==> src/hdl/cdq_pkg.sv <==
// shared types and constants for the circular deque with search
// no dependencies
package cdq_pkg;

  localparam int unsigned MaxResults = 16;
  localparam int unsigned MatchCntW  = 5;
  localparam int unsigned PosW       = 4;
  localparam int unsigned StatusW    = 3;
  localparam int unsigned OpW        = 3;
  localparam int unsigned DataW      = 32;

  typedef enum logic [OpW-1:0] {
    OP_INS_REAR  = 3'd0,
    OP_INS_FRONT = 3'd1,
    OP_DEL_FRONT = 3'd2,
    OP_DEL_REAR  = 3'd3,
    OP_SEARCH    = 3'd4
  } op_e;

  typedef enum logic [StatusW-1:0] {
    ST_DONE    = 3'd0,
    ST_FULL    = 3'd1,
    ST_EMPTY   = 3'd2,
    ST_MATCH   = 3'd3,
    ST_NOMATCH = 3'd4
  } status_e;

  typedef enum logic [1:0] {
    S_IDLE,
    S_READ,
    S_CMP,
    S_FLUSH
  } state_e;

endpackage

==> src/hdl/circular_deque_with_search.sv <==
// Double-ended queue of DEPTH signed 32-bit entries in a ring, with front/rear insert and
// delete and a value search. Inserts and deletes each produce one response in the output
// register. A search reads the ring one entry at a time through the single memory read port
// and one 32-bit comparator, stops after MaxResults matches and stalls while responses wait
// on out_ready_i; the input is held off until the search has handed over its final response.
// depends on cdq_pkg, cdq_ctrl and cdq_store
module circular_deque_with_search #(
  parameter int unsigned DEPTH = 16
) (
  input  logic                               clk_i,
  input  logic                               rst_ni,
  input  logic                               in_valid_i,
  output logic                               in_ready_o,
  input  logic [cdq_pkg::OpW-1:0]            op_i,
  input  logic signed [cdq_pkg::DataW-1:0]   value_i,
  output logic                               out_valid_o,
  input  logic                               out_ready_i,
  output logic [cdq_pkg::StatusW-1:0]        status_o,
  output logic [cdq_pkg::PosW-1:0]           position_o,
  output logic                               last_o
);

  localparam int unsigned AW = (DEPTH > 1) ? $clog2(DEPTH) : 1;
  localparam int unsigned CW = $clog2(DEPTH + 1);

  logic                      we;
  logic [AW-1:0]             waddr, raddr;
  logic [cdq_pkg::DataW-1:0] wdata, rdata;

  cdq_ctrl #(
    .DEPTH (DEPTH),
    .AW    (AW),
    .CW    (CW)
  ) u_ctrl (
    .clk_i       (clk_i),
    .rst_ni      (rst_ni),
    .in_valid_i  (in_valid_i),
    .in_ready_o  (in_ready_o),
    .op_i        (op_i),
    .value_i     (value_i),
    .out_valid_o (out_valid_o),
    .out_ready_i (out_ready_i),
    .status_o    (status_o),
    .position_o  (position_o),
    .last_o      (last_o),
    .we_o        (we),
    .waddr_o     (waddr),
    .wdata_o     (wdata),
    .raddr_o     (raddr),
    .rdata_i     (rdata)
  );

  cdq_store #(
    .DEPTH (DEPTH),
    .AW    (AW)
  ) u_store (
    .clk_i   (clk_i),
    .we_i    (we),
    .waddr_i (waddr),
    .wdata_i (wdata),
    .raddr_i (raddr),
    .rdata_o (rdata)
  );

endmodule

==> src/hdl/cdq_store.sv <==
// entry memory of the deque: one write port, one registered read port
// depends on cdq_pkg for the data width
module cdq_store #(
  parameter int unsigned DEPTH = 16,
  parameter int unsigned AW    = 4
) (
  input  logic                       clk_i,
  input  logic                       we_i,
  input  logic [AW-1:0]              waddr_i,
  input  logic [cdq_pkg::DataW-1:0]  wdata_i,
  input  logic [AW-1:0]              raddr_i,
  output logic [cdq_pkg::DataW-1:0]  rdata_o
);

  logic [cdq_pkg::DataW-1:0] mem_q [DEPTH];
  logic [cdq_pkg::DataW-1:0] rdata_q;

  always_ff @(posedge clk_i) begin
    if (we_i) begin
      mem_q[waddr_i] <= wdata_i;
    end
  end

  always_ff @(posedge clk_i) begin
    rdata_q <= mem_q[raddr_i];
  end

  assign rdata_o = rdata_q;

endmodule

==> src/hdl/cdq_ctrl.sv <==
// sequencer of the deque: ring pointers, request decode, search scan with one comparator
// depends on cdq_pkg; drives the write and read ports of cdq_store
module cdq_ctrl #(
  parameter int unsigned DEPTH = 16,
  parameter int unsigned AW    = 4,
  parameter int unsigned CW    = 5
) (
  input  logic                          clk_i,
  input  logic                          rst_ni,
  input  logic                          in_valid_i,
  output logic                          in_ready_o,
  input  logic [cdq_pkg::OpW-1:0]       op_i,
  input  logic [cdq_pkg::DataW-1:0]     value_i,
  output logic                          out_valid_o,
  input  logic                          out_ready_i,
  output logic [cdq_pkg::StatusW-1:0]   status_o,
  output logic [cdq_pkg::PosW-1:0]      position_o,
  output logic                          last_o,
  output logic                          we_o,
  output logic [AW-1:0]                 waddr_o,
  output logic [cdq_pkg::DataW-1:0]     wdata_o,
  output logic [AW-1:0]                 raddr_o,
  input  logic [cdq_pkg::DataW-1:0]     rdata_i
);

  localparam int unsigned MW = cdq_pkg::MatchCntW;
  localparam int unsigned PW = cdq_pkg::PosW;
  localparam logic [AW-1:0] LastSlot = AW'(DEPTH - 1);
  localparam logic [CW-1:0] FullCnt  = CW'(DEPTH);
  localparam logic [MW-1:0] MaxCnt   = MW'(cdq_pkg::MaxResults);

  cdq_pkg::state_e  state_q, state_d;
  logic [AW-1:0]    head_q, head_d, tail_q, tail_d, slot_q, slot_d;
  logic [CW-1:0]    count_q, count_d, idx_q, idx_d;
  logic [MW-1:0]    mcnt_q, mcnt_d;
  logic [cdq_pkg::DataW-1:0] key_q, key_d;
  logic             pend_valid_q, pend_valid_d;
  logic [PW-1:0]    pend_pos_q, pend_pos_d;
  logic             out_valid_q, out_valid_d;
  cdq_pkg::status_e status_q, status_d;
  logic [PW-1:0]    pos_q, pos_d;
  logic             last_q, last_d;

  logic             out_free;
  logic             is_full, is_empty, hit, scan_end;
  logic [CW-1:0]    idx_inc;
  logic [MW-1:0]    mcnt_inc;
  logic [CW+PW-1:0] idx_ext;
  logic [PW-1:0]    cur_pos;
  logic [AW-1:0]    head_prev, tail_prev, head_next, tail_next, slot_next;

  assign out_free  = !out_valid_q || out_ready_i;
  assign is_full   = (count_q == FullCnt);
  assign is_empty  = (count_q == '0);
  assign hit       = (rdata_i == key_q);
  assign idx_inc   = idx_q + CW'(1);
  assign scan_end  = (idx_inc == count_q);
  assign mcnt_inc  = mcnt_q + MW'(1);
  assign idx_ext   = {{PW{1'b0}}, idx_q};
  assign cur_pos   = idx_ext[PW-1:0];
  assign head_prev = (head_q == '0) ? LastSlot : head_q - AW'(1);
  assign tail_prev = (tail_q == '0) ? LastSlot : tail_q - AW'(1);
  assign head_next = (head_q == LastSlot) ? '0 : head_q + AW'(1);
  assign tail_next = (tail_q == LastSlot) ? '0 : tail_q + AW'(1);
  assign slot_next = (slot_q == LastSlot) ? '0 : slot_q + AW'(1);

  always_ff @(posedge clk_i or negedge rst_ni) begin
    if (!rst_ni) begin
      state_q      <= cdq_pkg::S_IDLE;
      head_q       <= '0;
      tail_q       <= '0;
      count_q      <= '0;
      pend_valid_q <= 1'b0;
      out_valid_q  <= 1'b0;
    end else begin
      state_q      <= state_d;
      head_q       <= head_d;
      tail_q       <= tail_d;
      count_q      <= count_d;
      pend_valid_q <= pend_valid_d;
      out_valid_q  <= out_valid_d;
    end
  end

  always_ff @(posedge clk_i) begin
    slot_q     <= slot_d;
    idx_q      <= idx_d;
    mcnt_q     <= mcnt_d;
    key_q      <= key_d;
    pend_pos_q <= pend_pos_d;
    status_q   <= status_d;
    pos_q      <= pos_d;
    last_q     <= last_d;
  end

  always_comb begin
    state_d      = state_q;
    head_d       = head_q;
    tail_d       = tail_q;
    count_d      = count_q;
    slot_d       = slot_q;
    idx_d        = idx_q;
    mcnt_d       = mcnt_q;
    key_d        = key_q;
    pend_valid_d = pend_valid_q;
    pend_pos_d   = pend_pos_q;
    out_valid_d  = out_valid_q && !out_ready_i;
    status_d     = status_q;
    pos_d        = pos_q;
    last_d       = last_q;
    in_ready_o   = 1'b0;
    we_o         = 1'b0;
    waddr_o      = tail_q;
    wdata_o      = value_i;

    case (state_q)
      cdq_pkg::S_IDLE: begin
        in_ready_o = out_free;
        if (in_valid_i && out_free) begin
          pos_d  = '0;
          last_d = 1'b1;
          case (cdq_pkg::op_e'(op_i))
            cdq_pkg::OP_INS_REAR: begin
              out_valid_d = 1'b1;
              if (is_full) begin
                status_d = cdq_pkg::ST_FULL;
              end else begin
                status_d = cdq_pkg::ST_DONE;
                we_o     = 1'b1;
                waddr_o  = tail_q;
                tail_d   = tail_next;
                count_d  = count_q + CW'(1);
              end
            end
            cdq_pkg::OP_INS_FRONT: begin
              out_valid_d = 1'b1;
              if (is_full) begin
                status_d = cdq_pkg::ST_FULL;
              end else begin
                status_d = cdq_pkg::ST_DONE;
                we_o     = 1'b1;
                waddr_o  = head_prev;
                head_d   = head_prev;
                count_d  = count_q + CW'(1);
              end
            end
            cdq_pkg::OP_DEL_FRONT: begin
              out_valid_d = 1'b1;
              if (is_empty) begin
                status_d = cdq_pkg::ST_EMPTY;
              end else begin
                status_d = cdq_pkg::ST_DONE;
                head_d   = head_next;
                count_d  = count_q - CW'(1);
              end
            end
            cdq_pkg::OP_DEL_REAR: begin
              out_valid_d = 1'b1;
              if (is_empty) begin
                status_d = cdq_pkg::ST_EMPTY;
              end else begin
                status_d = cdq_pkg::ST_DONE;
                tail_d   = tail_prev;
                count_d  = count_q - CW'(1);
              end
            end
            cdq_pkg::OP_SEARCH: begin
              if (is_empty) begin
                out_valid_d = 1'b1;
                status_d    = cdq_pkg::ST_EMPTY;
              end else begin
                key_d        = value_i;
                slot_d       = head_q;
                idx_d        = '0;
                mcnt_d       = '0;
                pend_valid_d = 1'b0;
                state_d      = cdq_pkg::S_READ;
              end
            end
            default: begin
            end
          endcase
        end
      end

      cdq_pkg::S_READ: begin
        state_d = cdq_pkg::S_CMP;
      end

      cdq_pkg::S_CMP: begin
        if (hit) begin
          if (!pend_valid_q || out_free) begin
            if (pend_valid_q) begin
              out_valid_d = 1'b1;
              status_d    = cdq_pkg::ST_MATCH;
              pos_d       = pend_pos_q;
              last_d      = 1'b0;
            end
            pend_valid_d = 1'b1;
            pend_pos_d   = cur_pos;
            mcnt_d       = mcnt_inc;
            if (mcnt_inc == MaxCnt || scan_end) begin
              state_d = cdq_pkg::S_FLUSH;
            end else begin
              idx_d   = idx_inc;
              slot_d  = slot_next;
              state_d = cdq_pkg::S_READ;
            end
          end
        end else if (scan_end) begin
          state_d = cdq_pkg::S_FLUSH;
        end else begin
          idx_d   = idx_inc;
          slot_d  = slot_next;
          state_d = cdq_pkg::S_READ;
        end
      end

      cdq_pkg::S_FLUSH: begin
        if (out_free) begin
          out_valid_d  = 1'b1;
          last_d       = 1'b1;
          pend_valid_d = 1'b0;
          state_d      = cdq_pkg::S_IDLE;
          if (pend_valid_q) begin
            status_d = cdq_pkg::ST_MATCH;
            pos_d    = pend_pos_q;
          end else begin
            status_d = cdq_pkg::ST_NOMATCH;
            pos_d    = '0;
          end
        end
      end

      default: begin
        state_d = cdq_pkg::S_IDLE;
      end
    endcase
  end

  assign raddr_o     = slot_q;
  assign out_valid_o = out_valid_q;
  assign status_o    = status_q;
  assign position_o  = pos_q;
  assign last_o      = last_q;

endmodule

==> config.mk <==
export PLATFORM = sky130hd
export DESIGN_NAME = circular_deque_with_search
export DESIGN_NICKNAME = d
export VERILOG_FILES = /design/src/hdl/cdq_pkg.sv /design/src/hdl/circular_deque_with_search.sv /design/src/hdl/cdq_store.sv /design/src/hdl/cdq_ctrl.sv
export SDC_FILE = /design/constraint.sdc
export NUM_CORES = 1
export LEC_CHECK = 0
export BUFFER_PORTS_ARGS = -buffer_cell sky130_fd_sc_hd__buf_2
export CAP_MARGIN = 5
export CORE_ASPECT_RATIO = 2
export CORE_UTILIZATION = 45
export DETAILED_ROUTE_END_ITERATION = 10
export PLACE_DENSITY = 0.65
export SKIP_CTS_REPAIR_TIMING = 1
export SYNTH_ARGS = -nofsm -noshare
export SYNTH_HDL_FRONTEND = slang
export SYNTH_SLANG_ARGS = --single-unit
==> constraint.sdc <==
create_clock -name clk_i -period 3.2 [get_ports clk_i]
set_clock_uncertainty 0.15 [all_clocks]
set_input_delay 0.32 -clock clk_i [delete_from_list [all_inputs] [get_ports clk_i]]
set_output_delay 0.32 -clock clk_i [all_outputs]
set_load 0.03 [all_outputs]
## Word-level counts from Yosys, hierarchy flattened

Memories as Yosys holds them, arrays and structs flattened. A register that Yosys moved wholly into a read port is not among the register bits.
Cells that the tools add are included.

| word-level totals | value |
|---|---|
| bits in registers | 75 |
| RAM bits | 512 |
| input bits | 39 |
| output and inout bits | 10 |
| logic and storage cells | 181 |
| memories | 1 |

| cells by class | value |
|---|---|
| add/sub/neg operators | 9 |
| equal/unequal tests | 32 |
| multiplexer cells | 92 |
| bitwise operators | 1 |
| reduce and logical (&&, ||, !) cells | 32 |

Memories:

| memory | words | width | rd ports | clocked after memory_dff | write ports | line | text |
|---|---|---|---|---|---|---|---|
| u_store.mem_q | 16 | 32 | 1 | 1 | 1 | cdq_store.sv:15 | `logic [cdq_pkg::DataW-1:0] mem_q [DEPTH];` |

Operators by type and width:

| operator | count |
|---|---|
| $mux W4 | 26 |
| $mux W5 | 11 |
| $eq A32 B32 Y1 | 1 |
| $pmux W5 S2 | 3 |
| $mux W1 | 25 |
| $pmux W4 S2 | 3 |
| $mux W3 | 7 |
| $reduce_and A5 Y1 | 4 |
| $mux W2 | 9 |
| $pmux W3 S3 | 2 |
| $ne A2 B2 Y1 const B | 8 |
| $add A5 B1 Y5 const B | 3 |
| $reduce_and A7 Y1 | 2 |
| $add A4 B1 Y4 const B | 3 |
| $eq A4 B4 Y1 const B | 3 |
| $pmux W4 S3 | 1 |
| $reduce_and A6 Y1 | 2 |
| $eq A5 B5 Y1 const B | 2 |
| $ne A2 B1 Y1 const B | 5 |
| $pmux W1 S3 | 3 |
| $logic_not A4 Y1 | 2 |
| $pmux W2 S4 | 1 |
| $reduce_and A8 Y1 | 1 |
| $reduce_bool A2 Y1 | 4 |
| 24 further kinds | 35 |

## Logic depth before layout (Yosys ltp)

Gate-level depths: netlist of run 1.

| depth | value |
|---|---|
| depth after elaboration | 7 |
| depth in mapped cells | 8 |
| depth with buffers taken out | 7 |

## Hierarchy

Synthesis of run 1 repeated with hierarchy kept, for this count alone.

| unflattened totals | value |
|---|---|
| cells, all modules | 1,205 |
| area total of the unflattened synthesis | 24,076.8 um^2 |

Modules (own cells, without submodules):

| module | times used | cells each | area an instance (um^2) |
|---|---|---|---|
| cdq_store | 1 | 838 | 19,835.3 |
| cdq_ctrl | 1 | 367 | 4,241.6 |

## Worst setup path before layout of run 1

No wires, ideal clock.

| path | value |
|---|---|
| path type | flip-flop to flip-flop |
| start | register u_ctrl.out_valid_q (netlist: u_ctrl.out_valid_o) |
| end | memory u_store.mem_q[9][0] (netlist bit) (enable) |
| arrival | 2.985 ns |
| data required time | 2.629 ns |
| path slack | -0.357 ns |
| cell stages (with the launch flop) | 6 |
| clock period less this slack | 3.557 ns |
| cells stage by stage | dfrtp_1 nand2b_1 nand3_1 nor4_4 mux2_2 nor2_1 |

| on the way | value |
|---|---|
| longest elaborated chain between the ends | 7 |
| elaborated cells on any way between the ends | 9 |
| classes of those cells | 6 x mux; 3 x reduce/logical |

RTL lines:

| what | line | text |
|---|---|---|
| start: declaration | cdq_ctrl.sv:39 | `logic out_valid_q, out_valid_d;` |
| start signal: assignment | cdq_ctrl.sv:81 | `out_valid_q <= out_valid_d;` |
| $logic_not A1 Y1 (*) | cdq_ctrl.sv:52 | `assign out_free = !out_valid_q \|\| out_ready_i;` |
| $logic_or A1 B1 Y1 (*) | cdq_ctrl.sv:52 |  |
| $logic_and A1 B1 Y1 (*) | cdq_ctrl.sv:119 | `if (in_valid_i && out_free) begin` |
| $mux W1 | cdq_ctrl.sv:119 |  |
| $mux W1 | cdq_ctrl.sv:116 | `case (state_q)` |
| $mux W1 | cdq_store.sv:19 | `if (we_i) begin` |
| $mux W1 (implied by the code) | cdq_store.sv:20 | `mem_q[waddr_i] <= wdata_i;` |
| end: declaration | cdq_store.sv:15 |  |

Every way passes the cells marked *; elsewhere a longest branch is shown, timed or not.

## Worst setup path in the final report of run 1

| path | value |
|---|---|
| start | register u_ctrl.count_q[0] |
| end | memory u_store.mem_q[2][25] (netlist bit) (enable) |

| on the way | value |
|---|---|
| longest elaborated chain between the ends | 7 |
| elaborated cells on any way between the ends | 11 |
| classes of those cells | 1 x eq/ne; 10 x mux |

RTL lines:

| what | line | text |
|---|---|---|
| start: declaration | cdq_ctrl.sv:34 | `logic [CW-1:0] count_q, count_d, idx_q, idx_d;` |
| start signal: assignment | cdq_ctrl.sv:79 | `count_q <= count_d;` |
| $eq A5 B5 Y1 (*) | cdq_ctrl.sv:53 | `assign is_full = (count_q == FullCnt);` |
| $mux W1 | cdq_ctrl.sv:125, cdq_ctrl.sv:137 |  |
| $mux W1 | -- |  |
| $mux W1 | cdq_ctrl.sv:119 |  |
| $mux W1 | cdq_ctrl.sv:116 |  |
| $mux W1 | cdq_store.sv:19 |  |
| $mux W1 (implied by the code) | cdq_store.sv:20 |  |

Marks and branches as above.

==> metrics, run 1 <==
status finished, final reports clean; Core Box Area roughly 53000 sq um; TritonRoute pass-1 iters 5; area grow syn2layout 14.2%; placed cells ~1800; Ports 49; most common cell after layout, fill and taps aside edfxtp_1; initial core utilization 45.5%; number of I/O port buffers 48; Hold Path Class primary input to flip-flop; sequential cell area fraction in the yosys report 76.0%; Reg-to-Reg End u_store.mem_q[2][25]; H-tree depth 2; RR Startpoint u_ctrl.count_q[0]; CP endpoint kind flip-flop; yosys synthesis warning count 0; TritonCTS Buffers 51; antenna-violating nets left 0; max-cap violations 0; Synth Register Bits 619; DRC Markers 0; ys flop type edfxtp_1; relative slew slack between 30% and 40%; unrepaired setup endpoints after global routing false; fin crit period 2970 ps; Arr. time, crit path between 3000 and 4000 ps; hpwl dp about 30000 um; CTS tree built; post-synth top area share 71.5%; largest net degree at the start of global routing 56; DIE HEIGHT 328 um; Final Wtd Congestion approximately 0.9; routed vias/inst between 5 and 6; number of synthesized flops with an enable pin 570; die width 165 um; Crit Path Max Fanout 16; antenna violations before repair 0; CTS root buffer clkbuf_16; TNS Setup 0 ps; syn nets 1160; worst reg2reg setup slack between 200 and 250 ps; cell taking the most area after synthesis edfxtp_1; Hold WS 12.9 ps; # setup viols final 0; Clock Path Buffers 3; drt wl/cell 26.2 um; Post-Synthesis Cells ~1100; peak supply drop 0.437 mV; Max Slew Vio Count 0; CTS Sinks 619; number of global-route vias before repair 11946; Mean Syn Cell Area 21.6 sq um; Pwr Density 735 nW/um^2; Final Hold Vio Count 0; r2r worst-path depth 6; worst-skew pair later-pin latency 590 ps; hold path start value_i[29]; initial DRC count 938; Cell Area, Synth 23900 sq um; Worst Setup Path Type flip-flop to flip-flop; leakage about 8.7 nW; Final nets 1284; Max Clock Freq 0.337 GHz; Die Area 54200 sq um; top cells by area, synth edfxtp_1 (72%), mux4_2 (14%), dfxtp_1 (2.7%); Hold Crit Depth 1; Worst-path clk slew approximately 70 ps; Yosys cell types 53; period utilization 92.7%; first-pass GRT wire length 76300 um; Cell Rows around 120; data required time of the worst path 3360 ps; routed vias 11073; Worst-Margin Slew 930 ps; most frequent cells in the layout edfxtp_1 (570), mux4_2 (154), clkbuf_16 (52); final WL 50800 um; ant diodes 0; post-route insts no fill 1938; GRT Total Usage 19.7%; hold worst-path end u_store.mem_q[4][29]; Overflow after GRT 0; Worst setup SP type flip-flop; share of cells above drive strength 1 27.0%; ys async rst share 2.75%
==> logic make-up after synthesis <==
kind of cell | after synthesis | synth area share, %
AOI/OAI and AO/OA | 68 | 1.79
muxes | 170 | 15.6
xor gates and xnor gates | 54 | 1.98
buffers and inverters | 61 | 1.39
adders and majority gates | 13 | 0.711
and+or+nand+nor | 123 | 2.55
DFF | 619 | 76.0
==> synth_stat cells (4+ instances only) <==
| library cell | instances |
|---|---|
| nor2_1 | 43 |
| o211ai_1 | 4 |
| clkbuf_1 | 20 |
| dfrtp_1 | 17 |
| xor2_1 | 13 |
| nor2b_1 | 4 |
| nor3_1 | 8 |
| a21o_1 | 6 |
| mux2i_1 | 6 |
| mux2_2 | 4 |
| mux4_1 | 6 |
| xnor2_1 | 41 |
| dfxtp_1 | 32 |
| ha_1 | 12 |
| nand2_1 | 20 |
| buf_6 | 10 |
| nand4_1 | 10 |
| buf_2 | 9 |
| mux4_2 | 154 |
| buf_1 | 8 |
| edfxtp_1 | 570 |
| o21ai_0 | 21 |
| and2_1 | 6 |
| a21oi_1 | 17 |
| nand3_1 | 14 |
| inv_1 | 12 |
| o31ai_1 | 5 |
| nor4_1 | 5 |
==> layout make-up <==
cell class / instances / area, sq um
Inverter: 13 / 48.8
Sequential cell: 619 / 18200
Clock inverter: 23 / 195
Multi-Input combinational cell: 428 / 5540
Fill cell: 4012 / 25200
Timing Repair Buffer: 119 / 1140
Clock buffer: 71 / 1390
Tap cell: 665 / 832
==> stage by stage <==
step | total power [W] | worst slack (ps) | cell area (sq um) | util [%]
finish | 0.0201 | 234 | 27300 | 52.0
global route | 0.0209 | 159 | 27300 | 52.0
CTS | 0.0203 | 224 | 27000 | 51.4
detailed placement | 0.0143 | 239 | 25400 | 48.4
global placement | 0.0142 | 301 | 25400 | 48.4
floorplan | 0.0129 | -357 | 23900 | -
==> worst max-delay path, stage by stage (launching register included) <==
cell	delay, ps
dfrtp_1	460
nor4_1	600
and2_2	310
nor4_4	80
mux2i_1	730
nor2_4	90
buf_4	270
==> sequential cells by signal, indices dropped and copies added (netlist names) <==
register / cells
u_ctrl.out_valid_o: 1
u_ctrl.state_q: 2
u_ctrl.count_q: 5
u_store.rdata_o: 32
u_ctrl.status_o: 3
u_store.mem_q: 512
u_ctrl.idx_q: 5
u_ctrl.key_q: 32
u_ctrl.tail_q: 4
u_ctrl.pend_valid_q: 1
u_ctrl.pend_pos_q: 4
u_ctrl.head_q: 4
u_ctrl.last_o: 1
u_ctrl.position_o: 4
u_ctrl.raddr_o: 4
u_ctrl.mcnt_q: 5
==> worst max-delay path by stage <==
stage | endpoint | from | slack [ps] | cells after the start
3_5_place_dp | u_store.mem_q[8][6] | u_ctrl.head_q[0] | 240 | 8
2_1_floorplan | u_store.mem_q[9][0] | u_ctrl.out_valid_o | -360 | 5
3_3_place_gp | u_store.mem_q[10][6] | u_ctrl.head_q[0] | 300 | 8
4_1_cts | u_store.mem_q[10][30] | u_ctrl.head_q[0] | 220 | 8
5_1_grt | u_store.mem_q[8][30] | u_ctrl.head_q[0] | 160 | 8
6_report | u_store.mem_q[2][25] | u_ctrl.count_q[0] | 230 | 6
==> where the power goes <==
group / switching, W / total [W] / internal, W / leakage, nW
registers: 0.000319 / 0.00966 / 0.00934 / 5.62
clock network: 0.00280 / 0.00602 / 0.00323 / 0.772
logic: 0.00230 / 0.00439 / 0.00210 / 2.29
total: 0.00541 / 0.0201 / 0.0147 / 8.68
==> layer usage <==
metal,up-vias,GRT usage (%),part of all wire (%)
li1,4825,-,-
met1,5874,21.9,35
met2,283,37.3,57
met3,91,2.35,3.4
met4,0,8.02,3.7
met5,-,0,0
Power figures use the tool's default switching activity.
==> run 2: changes to the inputs <==
Settings changed: CORE_ASPECT_RATIO 2 to 1.75, SLEW_MARGIN set to 20.
==> run 2 against run 1 <==
Against the previous run: the flow now finishes with violations (hold timing); power is 2.4% higher; combinational power is 4% higher; non-clock buffer count is 14 lower; maximum frequency is 0.59% lower; global-route usage is 0.34 points lower; first-iteration DRC count is 5.9% lower; critical endpoint is now u_store.mem_q[14][21]; largest power group unchanged; highest routed layer unchanged.
==> metrics, run 2 (synthesis gave the netlist of run 1 again) <==
status complete, but fails checks (was finished, final reports clean); failing checks hold timing; antenna violations before repair 0 (unchanged); final setup margin 216 ps (was 234 ps); period utilization 93.2% (was 92.7%); H-tree depth 2 (unchanged); dpl cell area 25400 sq um (about the same); Worst-path clk slew 70 ps (about the same); Hold Path Class primary input to flip-flop (unchanged); antenna-violating nets left 0 (unchanged); Overflow after GRT 0 (unchanged); ant diodes 0 (unchanged); r2r worst-path depth 8 (was 6); Top reg by flops u_store.mem_q (unchanged); leakage 8.68 nW (about the same); Worst path max stage delay 450 ps (was 730 ps); unrepaired setup endpoints after global routing false (unchanged); routed vias 11008 (was 11073); Buf+Inv Stages, Crit Path 2 (was 1); Arr. time, crit path 3080 ps (was 3130 ps); initial core utilization 45.6% (was 45.5%); CTS root buffer clkbuf_16 (unchanged); fin crit period 2980 ps (was 2970 ps); Core Box Area 52500 sq um (was 52600 sq um); routed vias/inst 5.68 (was 5.71); number of flip-flops under the largest register name 512 (unchanged); Top delay family on crit path compound AO/OA/AOI/OAI gates (was simple AND/OR/NAND/NOR gates); first-pass GRT wire length 76100 um (was 76300 um); data required time of the worst path 3300 ps (was 3360 ps); largest net degree at the start of global routing 56 (unchanged); Max Slew Vio Count 0 (unchanged); hold path start out_ready_i (was value_i[29]); relative slew slack 26.3% (was 36.2%); number of global-route vias before repair 11693 (was 11946); Worst setup SP type flip-flop (unchanged); # setup viols final 0 (unchanged); number of I/O port buffers 48 (unchanged); RR Startpoint u_ctrl.head_q[0] (was u_ctrl.count_q[0]); hpwl dp 34000 um (was 30000 um); initial DRC count 883 (was 938); DRC Markers 0 (unchanged); CP endpoint kind flip-flop (unchanged); Die Area 54100 sq um (was 54200 sq um); Ports 49 (unchanged); area grow syn2layout 13.5% (was 14.2%); TritonRoute pass-1 iters 4 (was 5); Tot Pwr 0.0206 W (was 0.0201 W); peak supply drop 0.350 mV (was 0.437 mV); Cell Rows 111 (was 119); most common cell after layout, fill and taps aside edfxtp_1 (unchanged); DIE HEIGHT 307 um (was 328 um); Final Wtd Congestion 0.845 (was 0.899); worst-skew pair later-pin latency 580 ps (was 590 ps); Reg-to-Reg End u_store.mem_q[14][21] (was u_store.mem_q[2][25]); CTS tree built (unchanged); CP max-delay cell dfrtp_1 (was mux2i_1); Worst Setup Path Type flip-flop to flip-flop (unchanged); final WL 50600 um (was 50800 um); critical path depth in cells 8 (was 6); Final Util 51.7% (was 52.0%); Clock Path Buffers 3 (unchanged); worst slack, placed 231 ps (was 239 ps); hold worst-path end u_ctrl.pend_valid_q (was u_store.mem_q[4][29]); worst reg2reg setup slack 220 ps (was 230 ps); drt wl/cell 26.1 um (was 26.2 um); CTS Sinks 619 (unchanged); Hold WS -27.9 ps (was 12.9 ps); final instance area 27200 sq um (was 27300 sq um); Max Clock Freq 0.335 GHz (was 0.337 GHz); critical-path cell list inv_1 > ha_1 > o21ba_2 > o31ai_1 > mux2_2 > nand2_1 > nor2_4 > buf_4 (was nor4_1 > and2_2 > nor4_4 > mux2i_1 > nor2_4 > buf_4); Worst-Margin Slew 1070 ps (was 930 ps); Pwr Density 757 nW/um^2 (was 735 nW/um^2); share of cells above drive strength 1 28.5% (was 27.0%); TritonCTS Buffers 51 (unchanged); Hold Crit Depth 4 (was 1); GRT Total Usage 19.4% (was 19.7%); Crit Path Max Fanout 20 (was 16); Final nets 1270 (was 1284); most frequent cells in the layout edfxtp_1 (570), mux4_2 (154), clkbuf_16 (53) (was edfxtp_1 (570), mux4_2 (154), clkbuf_16 (52)); max-cap violations 0 (unchanged); die width 176 um (was 165 um); Final Hold Vio Count 8 (was 0)
==> run 2: cell types whose count changed in the layout (fill, tap and decap cells not counted), moves of 2 or more <==
cell | before | now
buf_12 | 23 | 14
dlygate4sd3_1 | 30 | 2
clkinvlp_4 | 3 | 1
buf_4 | 18 | 41
clkbuf_1 | 17 | 12
clkinv_1 | 3 | 6
bufinv_16 | 2 | 6
==> run 2: worst max-delay path by stage <==
stage,from,end
5_1_grt,u_ctrl.head_q[0],u_store.mem_q[14][8]
3_5_place_dp,u_ctrl.count_q[0],u_store.mem_q[15][18]
6_report,u_ctrl.head_q[0],u_store.mem_q[14][21]
3_3_place_gp,u_ctrl.count_q[0],u_store.mem_q[15][22]
2_1_floorplan,u_ctrl.out_valid_o,u_store.mem_q[9][0]
4_1_cts,u_ctrl.count_q[0],u_store.mem_q[15][25]
==> run 2: metrics by stage <==
step / instances / hold WS, ps / TNS (ps)
final: 1937 / -27.9 / 0
after detailed placement: 1841 / 141 / 0
after CTS: 1935 / -472 / 0
after floorplan: 1108 / -126 / -93690
after global placement: 1841 / 135 / 0
after global routing: 1937 / 1.94 / 0
==> run 2: final cells by class <==
class,count,area [sq um]
fillers,4083,25300
flip-flops and latches,619,18200
multi-input cells,428,5530
clock buffers,68,1410
repair buffers,105,848
well taps,678,848
clock inverters,26,287
inverters,13,48.8
==> run 2: layer usage <==
layer | global-route usage [%] | vias up | share of wire (%)
met4 | 6.77 | 0 | 3.0
met2 | 35.1 | 240 | 55
met3 | 1.89 | 74 | 3.5
met5 | 0 | - | 0
met1 | 24.0 | 5898 | 39
li1 | - | 4796 | -
==> run 2: power breakdown <==
group          switching (W)  internal, W  leakage, nW
clock network        0.00277      0.00359        0.835
registers           0.000306      0.00934         5.62
logic                0.00244      0.00211         2.22
total                0.00552       0.0150         8.68
==> run 2: tightest hold or removal path: cells and delay by family <==
family	cells	cell delay (ps)
AND/OR/NAND/NOR	3	240
buffers and inverters	1	80
